**src/rtl/segment_tree_range_sum_core_assert.svh**
```systemverilog
// assertion macros shared by the segment tree rtl
`ifndef SEGMENT_TREE_RANGE_SUM_CORE_ASSERT_SVH
`define SEGMENT_TREE_RANGE_SUM_CORE_ASSERT_SVH

// checked on every rising edge of i_clk, masked while i_rst_n is low
`define STST_ASSERT(lbl, prop, msg) \
    lbl: assert property (@(posedge i_clk) disable iff (!i_rst_n) prop) \
        else $error(msg);

// checked on every rising edge of i_clk, reset included
`define STST_ASSERT_ALWAYS(lbl, prop, msg) \
    lbl: assert property (@(posedge i_clk) prop) else $error(msg);

`endif

```
**src/rtl/stst_pkg.sv**
```systemverilog
// shared constants, types and helpers of the segment tree range sum core
`default_nettype none

package stst_pkg;

    localparam int TREE_DEPTH   = 11;
    localparam int NODE_BITS    = TREE_DEPTH;
    localparam int LEAF_BITS    = TREE_DEPTH - 1;
    localparam int NODE_COUNT   = 1 << TREE_DEPTH;
    localparam int LVL_W        = $clog2(TREE_DEPTH);
    localparam int SUM_W        = 64;
    localparam int LEAF_FIELD_W = 10;

    localparam logic OP_UPDATE = 1'b0;
    localparam logic OP_QUERY  = 1'b1;

    typedef logic [NODE_BITS-1:0] t_node;
    typedef logic [SUM_W-1:0]     t_sum;

    typedef struct packed {
        logic  we;
        t_node waddr;
        t_sum  wdata;
        t_node raddr;
    } t_mem_req;

    typedef struct packed {
        logic valid;
        t_sum sum;
    } t_result;

    // heap index of a leaf offset, offset wraps within the leaf level
    function automatic t_node leaf_node(input logic [LEAF_FIELD_W-1:0] offset);
        logic [31:0] ext;
        ext = 32'(offset);
        return {1'b1, ext[LEAF_BITS-1:0]};
    endfunction

endpackage

`default_nettype wire

```
**src/rtl/stst_engine.sv**
```systemverilog
// sequencer that walks the tree for updates, queries and the clearing pass
`default_nettype none

module stst_engine (
    input  wire logic                                i_clk,
    input  wire logic                                i_rst_n,
    input  wire logic                                i_in_valid,
    input  wire logic                                i_opcode,
    input  wire logic [stst_pkg::LEAF_FIELD_W-1:0]   i_first_leaf,
    input  wire logic [stst_pkg::LEAF_FIELD_W-1:0]   i_last_leaf,
    input  wire stst_pkg::t_sum                      i_new_value,
    output logic                                     o_busy,
    output stst_pkg::t_mem_req                       o_mem,
    input  wire stst_pkg::t_sum                      i_rd_data,
    output stst_pkg::t_result                        o_res,
    input  wire logic                                i_res_ready
);

    `include "segment_tree_range_sum_core_assert.svh"

    localparam logic [3:0] S_IDLE  = 4'd0;
    localparam logic [3:0] S_CLEAR = 4'd1;
    localparam logic [3:0] S_ULEAF = 4'd2;
    localparam logic [3:0] S_URD   = 4'd3;
    localparam logic [3:0] S_UWR   = 4'd4;
    localparam logic [3:0] S_QHI   = 4'd5;
    localparam logic [3:0] S_QLVL  = 4'd6;
    localparam logic [3:0] S_QEND  = 4'd7;
    localparam logic [3:0] S_DONE  = 4'd8;

    localparam logic [stst_pkg::LVL_W-1:0] LAST_LVL = stst_pkg::LVL_W'(stst_pkg::TREE_DEPTH - 1);

    logic [3:0]                  r_state, n_state;
    stst_pkg::t_node             r_lo, n_lo;
    stst_pkg::t_node             r_hi, n_hi;
    stst_pkg::t_node             r_node, n_node;
    stst_pkg::t_node             r_clr_addr, n_clr_addr;
    logic [stst_pkg::LVL_W-1:0]  r_level, n_level;
    logic                        r_side, n_side;
    logic                        r_acc_en, n_acc_en;
    stst_pkg::t_sum              r_value, n_value;
    stst_pkg::t_sum              r_diff, n_diff;
    stst_pkg::t_sum              r_acc, n_acc;

    stst_pkg::t_node             in_first_node;
    stst_pkg::t_node             in_last_node;
    logic                        span;

    assign in_first_node = stst_pkg::leaf_node(i_first_leaf);
    assign in_last_node  = stst_pkg::leaf_node(i_last_leaf);

    // path nodes more than one apart
    assign span = {1'b0, r_hi} > ({1'b0, r_lo} + (stst_pkg::NODE_BITS+1)'(1));

    always_comb begin
        n_state    = r_state;
        n_lo       = r_lo;
        n_hi       = r_hi;
        n_node     = r_node;
        n_clr_addr = r_clr_addr;
        n_level    = r_level;
        n_side     = r_side;
        n_value    = r_value;
        n_diff     = r_diff;
        n_acc      = r_acc;
        n_acc_en   = 1'b0;
        o_mem.we    = 1'b0;
        o_mem.waddr = r_node;
        o_mem.wdata = r_value;
        o_mem.raddr = r_node;
        o_res.valid = 1'b0;
        o_res.sum   = r_acc;

        if (r_acc_en) begin
            n_acc = r_acc + i_rd_data;
        end

        case (r_state)
            S_CLEAR: begin
                o_mem.we    = 1'b1;
                o_mem.waddr = r_clr_addr;
                o_mem.wdata = '0;
                n_clr_addr  = r_clr_addr + stst_pkg::NODE_BITS'(1);
                if (&r_clr_addr) begin
                    n_state = S_IDLE;
                end
            end
            S_IDLE: begin
                if (i_in_valid) begin
                    o_mem.raddr = in_first_node;
                    if (i_opcode == stst_pkg::OP_UPDATE) begin
                        n_node  = in_first_node;
                        n_value = i_new_value;
                        n_state = S_ULEAF;
                    end else if (in_first_node > in_last_node) begin
                        n_acc   = '0;
                        n_state = S_DONE;
                    end else begin
                        n_lo     = in_first_node;
                        n_hi     = in_last_node;
                        n_acc    = '0;
                        n_acc_en = 1'b1;
                        n_state  = S_QHI;
                    end
                end
            end
            S_ULEAF: begin
                // leaf takes the new value, ancestors take the difference
                n_diff      = r_value - i_rd_data;
                o_mem.we    = 1'b1;
                o_mem.waddr = r_node;
                o_mem.wdata = r_value;
                n_node      = r_node >> 1;
                n_level     = stst_pkg::LVL_W'(1);
                n_state     = S_URD;
            end
            S_URD: begin
                o_mem.raddr = r_node;
                n_state     = S_UWR;
            end
            S_UWR: begin
                o_mem.we    = 1'b1;
                o_mem.waddr = r_node;
                o_mem.wdata = i_rd_data + r_diff;
                if (r_level == LAST_LVL) begin
                    n_state = S_IDLE;
                end else begin
                    n_node  = r_node >> 1;
                    n_level = r_level + stst_pkg::LVL_W'(1);
                    n_state = S_URD;
                end
            end
            S_QHI: begin
                o_mem.raddr = r_hi;
                n_acc_en    = r_hi > r_lo;
                n_level     = '0;
                n_side      = 1'b0;
                n_state     = S_QLVL;
            end
            S_QLVL: begin
                if (!r_side) begin
                    o_mem.raddr = r_lo ^ stst_pkg::NODE_BITS'(1);
                    n_acc_en    = span && !r_lo[0];
                    n_side      = 1'b1;
                end else begin
                    o_mem.raddr = r_hi ^ stst_pkg::NODE_BITS'(1);
                    n_acc_en    = span && r_hi[0];
                    n_side      = 1'b0;
                    n_lo        = r_lo >> 1;
                    n_hi        = r_hi >> 1;
                    if (r_level == LAST_LVL) begin
                        n_state = S_QEND;
                    end else begin
                        n_level = r_level + stst_pkg::LVL_W'(1);
                    end
                end
            end
            S_QEND: begin
                n_state = S_DONE;
            end
            S_DONE: begin
                o_res.valid = 1'b1;
                if (i_res_ready) begin
                    n_state = S_IDLE;
                end
            end
            default: begin
                n_state = S_IDLE;
            end
        endcase
    end

    always_ff @(posedge i_clk) begin
        if (!i_rst_n) begin
            r_state    <= S_CLEAR;
            r_clr_addr <= '0;
            r_level    <= '0;
            r_side     <= 1'b0;
            r_acc_en   <= 1'b0;
        end else begin
            r_state    <= n_state;
            r_clr_addr <= n_clr_addr;
            r_level    <= n_level;
            r_side     <= n_side;
            r_acc_en   <= n_acc_en;
        end
    end

    always_ff @(posedge i_clk) begin
        r_lo    <= n_lo;
        r_hi    <= n_hi;
        r_node  <= n_node;
        r_value <= n_value;
        r_diff  <= n_diff;
        r_acc   <= n_acc;
    end

    assign o_busy = r_state != S_IDLE;

    `STST_ASSERT(a_clear_writes_zero, (r_state == S_CLEAR) |-> (o_mem.we && o_mem.wdata == '0), "clearing pass must write zero")
    `STST_ASSERT(a_query_no_write, (r_state == S_QHI || r_state == S_QLVL || r_state == S_QEND || r_state == S_DONE) |-> !o_mem.we, "query must not write the tree")
    `STST_ASSERT(a_update_walk, (r_state == S_UWR) |=> (r_state == S_URD || r_state == S_IDLE), "update walk left its read-modify-write loop")

endmodule

`default_nettype wire

```
**config.mk**
```make
export PLATFORM = sky130hd
export DESIGN_NAME = stst_engine
export DESIGN_NICKNAME = d
export VERILOG_FILES = /design/src/rtl/stst_pkg.sv /design/src/rtl/stst_engine.sv
export VERILOG_INCLUDE_DIRS = /design/src /design/src/rtl
export SDC_FILE = /design/constraint.sdc
export NUM_CORES = 1
export LEC_CHECK = 0
export BUFFER_PORTS_ARGS = -buffer_cell sky130_fd_sc_hd__buf_2
export CAP_MARGIN = 25
export CORE_MARGIN = 2
export CORE_UTILIZATION = 42
export DETAILED_ROUTE_END_ITERATION = 10
export REMOVE_ABC_BUFFERS = 1
export SYNTH_ARGS = -nofsm -noshare
export SYNTH_HDL_FRONTEND = slang
export SYNTH_SLANG_ARGS = --single-unit
```
**constraint.sdc**
```tcl
create_clock -name i_clk -period 10 [get_ports i_clk]
set_input_delay 2 -clock i_clk [delete_from_list [all_inputs] [get_ports i_clk]]
set_output_delay 2 -clock i_clk [all_outputs]
set_load 0.02 [all_outputs]
```
==> flow_metrics.env <==
export IMPL_die_y_um=231
export IMPL_finalSetupViolCount=0
export IMPL_syn_to_final_growth_pct=15.0
export IMPL_die_area_mm2=0.0532
export IMPL_maxCapViolations=0
export IMPL_dp_cells=3456
export IMPL_period_needed_ps=7760
export IMPL_synth_most_common_cell="a21oi_1"
export IMPL_cts_reportedPaths_clkPinSlew_ps=50
export IMPL_endpoint_kind="primary output"
export IMPL_grt_pass1_wl_um=110000
export IMPL_post_cts_buffers=0
export IMPL_first_global_vias=19400
export IMPL_die_width_um=231
export IMPL_fin_crit_sh_pct=77.6
export IMPL_yosys_cell_types_count=83
export IMPL_dr_pass1_iters=6
export IMPL_vias_per_cell=5.80
export IMPL_cp_num_buf_inv=3
export IMPL_fin_cells=3527
export IMPL_drive_gt1_share_pct=14.6
export IMPL_drtAntennaViolNets=0
export IMPL_worst_pin_slew_ps=1050
export IMPL_grt_antenna_before_repair=10
export IMPL_track_usage_pct=26.3
export IMPL_grt_overflow=0
export IMPL_num_nets_final=3194
export IMPL_synth_top_area_share_pct=22.3
export IMPL_io_pins=306
export IMPL_hpwl_um=57000
export IMPL_fmaxAchievable_mhz=129
export IMPL_setup_tns_ps=0
export IMPL_wl_um=72400
export IMPL_slew_violations=0
export IMPL_cp_max_fo=4
export IMPL_start_util_pct=42.2
export IMPL_clockBufferDepth=3
export IMPL_hold_buffers=0
export IMPL_skew_ps=12.8
export IMPL_drtIter0Drc=1687
export IMPL_cts_buffers=34
export IMPL_worstPathRequired_ps=8000
export IMPL_top_usage_layer="met2"
export IMPL_arrival_ps=5760
export IMPL_port_buffers=305
export IMPL_grt_met3_usage_pct=3.79
export IMPL_yosysSeqAreaShare_pct=30.1
export IMPL_synth_edf_count=160
export IMPL_worstSetupPathType="in -> out"
export IMPL_max_stage_delay_ps=540
export IMPL_h_tree_depth=2
export IMPL_cts_tree="done"
export IMPL_synth_seq_cells=245
export IMPL_peakVddDrop_mv=0.0988
export IMPL_cts_root_buf="clkbuf_16"
export IMPL_cp_cell_sequence="buf_2 -> ha_1 -> inv_1 -> fa_1 -> and2b_1 -> o2111ai_1 -> a21oi_2 -> nor3_1 -> o41a_1 -> nor4_4 -> a21oi_2 -> or3_1 -> a311oi_2 -> mux2i_1 -> nand3_1 -> buf_2"
export IMPL_synth_flop_cell="edfxtp_1"
export IMPL_relSlewSlack_pct=30.2
export IMPL_grt_met2_usage_pct=41.1
export IMPL_crit_path_start_kind="input port"
export IMPL_hold_class="reg -> reg"
export IMPL_cts_sinks=245
export IMPL_place_congestion=0.981
export IMPL_vias=20500
export IMPL_power_density_mw_per_mm2=126
export IMPL_path_delay_family="compound AO/OA/AOI/OAI gates"
export IMPL_p_leak_nw=11.0
export IMPL_final_util_pct=48.6
export IMPL_grt_max_degree=109
export IMPL_status="complete, no violations"
export IMPL_post_drt_wl_per_cell_um=20.5
export IMPL_yosys_area_top_type="edfxtp_1"
export IMPL_synth_warnings=0
export IMPL_rsz0062_at_grt="no"
export IMPL_fp_coreArea_mm2=0.0511
export IMPL_clock_latency_ps=540
export IMPL_drc=0
export IMPL_rows=83
export IMPL_synthTopCellsByArea="edfxtp_1 (22%), ha_1 (13%), dfxtp_1 (7.9%)"
export IMPL_cts_resized=0
export IMPL_synthArstFlopShare_pct=0
export IMPL_synthCells=2572
export IMPL_syn_area_per_cell_um2=8.39
export IMPL_hold_violations=0
export IMPL_slowest_stage="o41a_1"
export IMPL_syn_area_mm2=0.0216
export IMPL_use_met1_pct=36.7
export IMPL_synth_common_cells="a21oi_1 (249), ha_1 (224), nand2_1 (215)"
cell type report:
type	instances	area [µm²]
repair buffers	319	1670
well taps	680	851
diodes	7	17.5
fillers	5043	26300
flip-flops and latches	245	6510
clock buffers	54	1030
clock inverters	8	63.8
inverters	148	556
multi-input cells	2066	14100
final timing paths:
check | from | endpoint | cells past startpoint | slack [ps]
setup reg to reg | r_value[0] | r_diff[62] | 14 | 5960
hold reg to reg | r_acc[59] | r_acc[59] | 2 | 500
hold / removal | r_acc[59] | r_acc[59] | 2 | 500
setup / recovery | i_rd_data[0] | o_mem[73] | 16 | 2240
layout by cell type, fill, tap and decap left out, types with 10 or more instances in the layout:
| master | count |
|---|---|
| buf_2 | 305 |
| a21oi_1 | 249 |
| ha_1 | 224 |
| nand2_1 | 214 |
| o21ai_0 | 196 |
| nor2_1 | 174 |
| edfxtp_1 | 160 |
| inv_1 | 147 |
| xnor2_1 | 136 |
| nand3_1 | 108 |
| a21o_1 | 106 |
| dfxtp_1 | 84 |
| xor2_1 | 57 |
| nand4_1 | 53 |
| mux2i_1 | 50 |
| nor3_1 | 41 |
| o21a_1 | 38 |
| clkbuf_16 | 37 |
| o21bai_1 | 33 |
| nand2b_1 | 30 |
| nor2b_1 | 24 |
| a31oi_1 | 22 |
| and2_1 | 21 |
| a211oi_1 | 19 |
| and3_1 | 18 |
| a221o_1 | 17 |
| o21ai_1 | 16 |
| o211ai_1 | 13 |
| clkbuf_1 | 13 |
| o31ai_1 | 12 |
| nor4_1 | 11 |
| or3_1 | 11 |
| buf_4 | 11 |
| o22ai_1 | 10 |
| mux2_2 | 10 |
stage by stage:
stage                     power, mW  setup slack (ps)  hold WS (ps)  cell area, µm²
after floorplan                1.70             -1220           486           21200
after global placement         1.92              2240           481           23600
after CTS                      3.16              2220           500           24700
after detailed placement       1.92              2240           492           23700
final                          3.13              2240           499           24800
after global routing           3.27              1980           513           24800
power by group:
part           internal (mW)  total [mW]  switching (mW)
sequential              1.11        1.14          0.0264
combinational          0.310       0.783           0.472
clock                  0.731        1.21           0.483
total                   2.15        3.13           0.981
worst register-to-register path: cells and delay by family, from the launching register on:
family,cells,cell delay (ps)
flops,1,320
xor+xnor,1,160
buf+inv,2,230
fa+ha+maj,2,620
compound gates,6,1610
simple gates,3,860
sequential cells by signal, indices dropped and copies added, names as in the netlist:
signal and flops:
r_level 4, r_diff 64, r_value 64, r_acc_en 1, r_hi 10, r_state 4, r_lo 11, r_node 11
r_acc 64, r_clr_addr 11, r_side 1
cells by family after synthesis:
kind of cell / count (synthesis) / share of synthesized area [%]
AOI/OAI and AO/OA: 835 / 24.6
DFF: 245 / 30.1
xor gates and xnor gates: 193 / 7.83
muxes: 60 / 2.84
and+or+nand+nor: 751 / 16.8
adders and majority gates: 227 / 13.3
buffers and inverters: 261 / 4.56
routing by layer:
layer	part of all wire [%]	vias to the layer above
met1	46	9619
li1	-	9978
met5	0.065	-
met2	44	715
met4	3.5	8
met3	6.9	138
No activity file was read; power rests on OpenSTA's default activity.
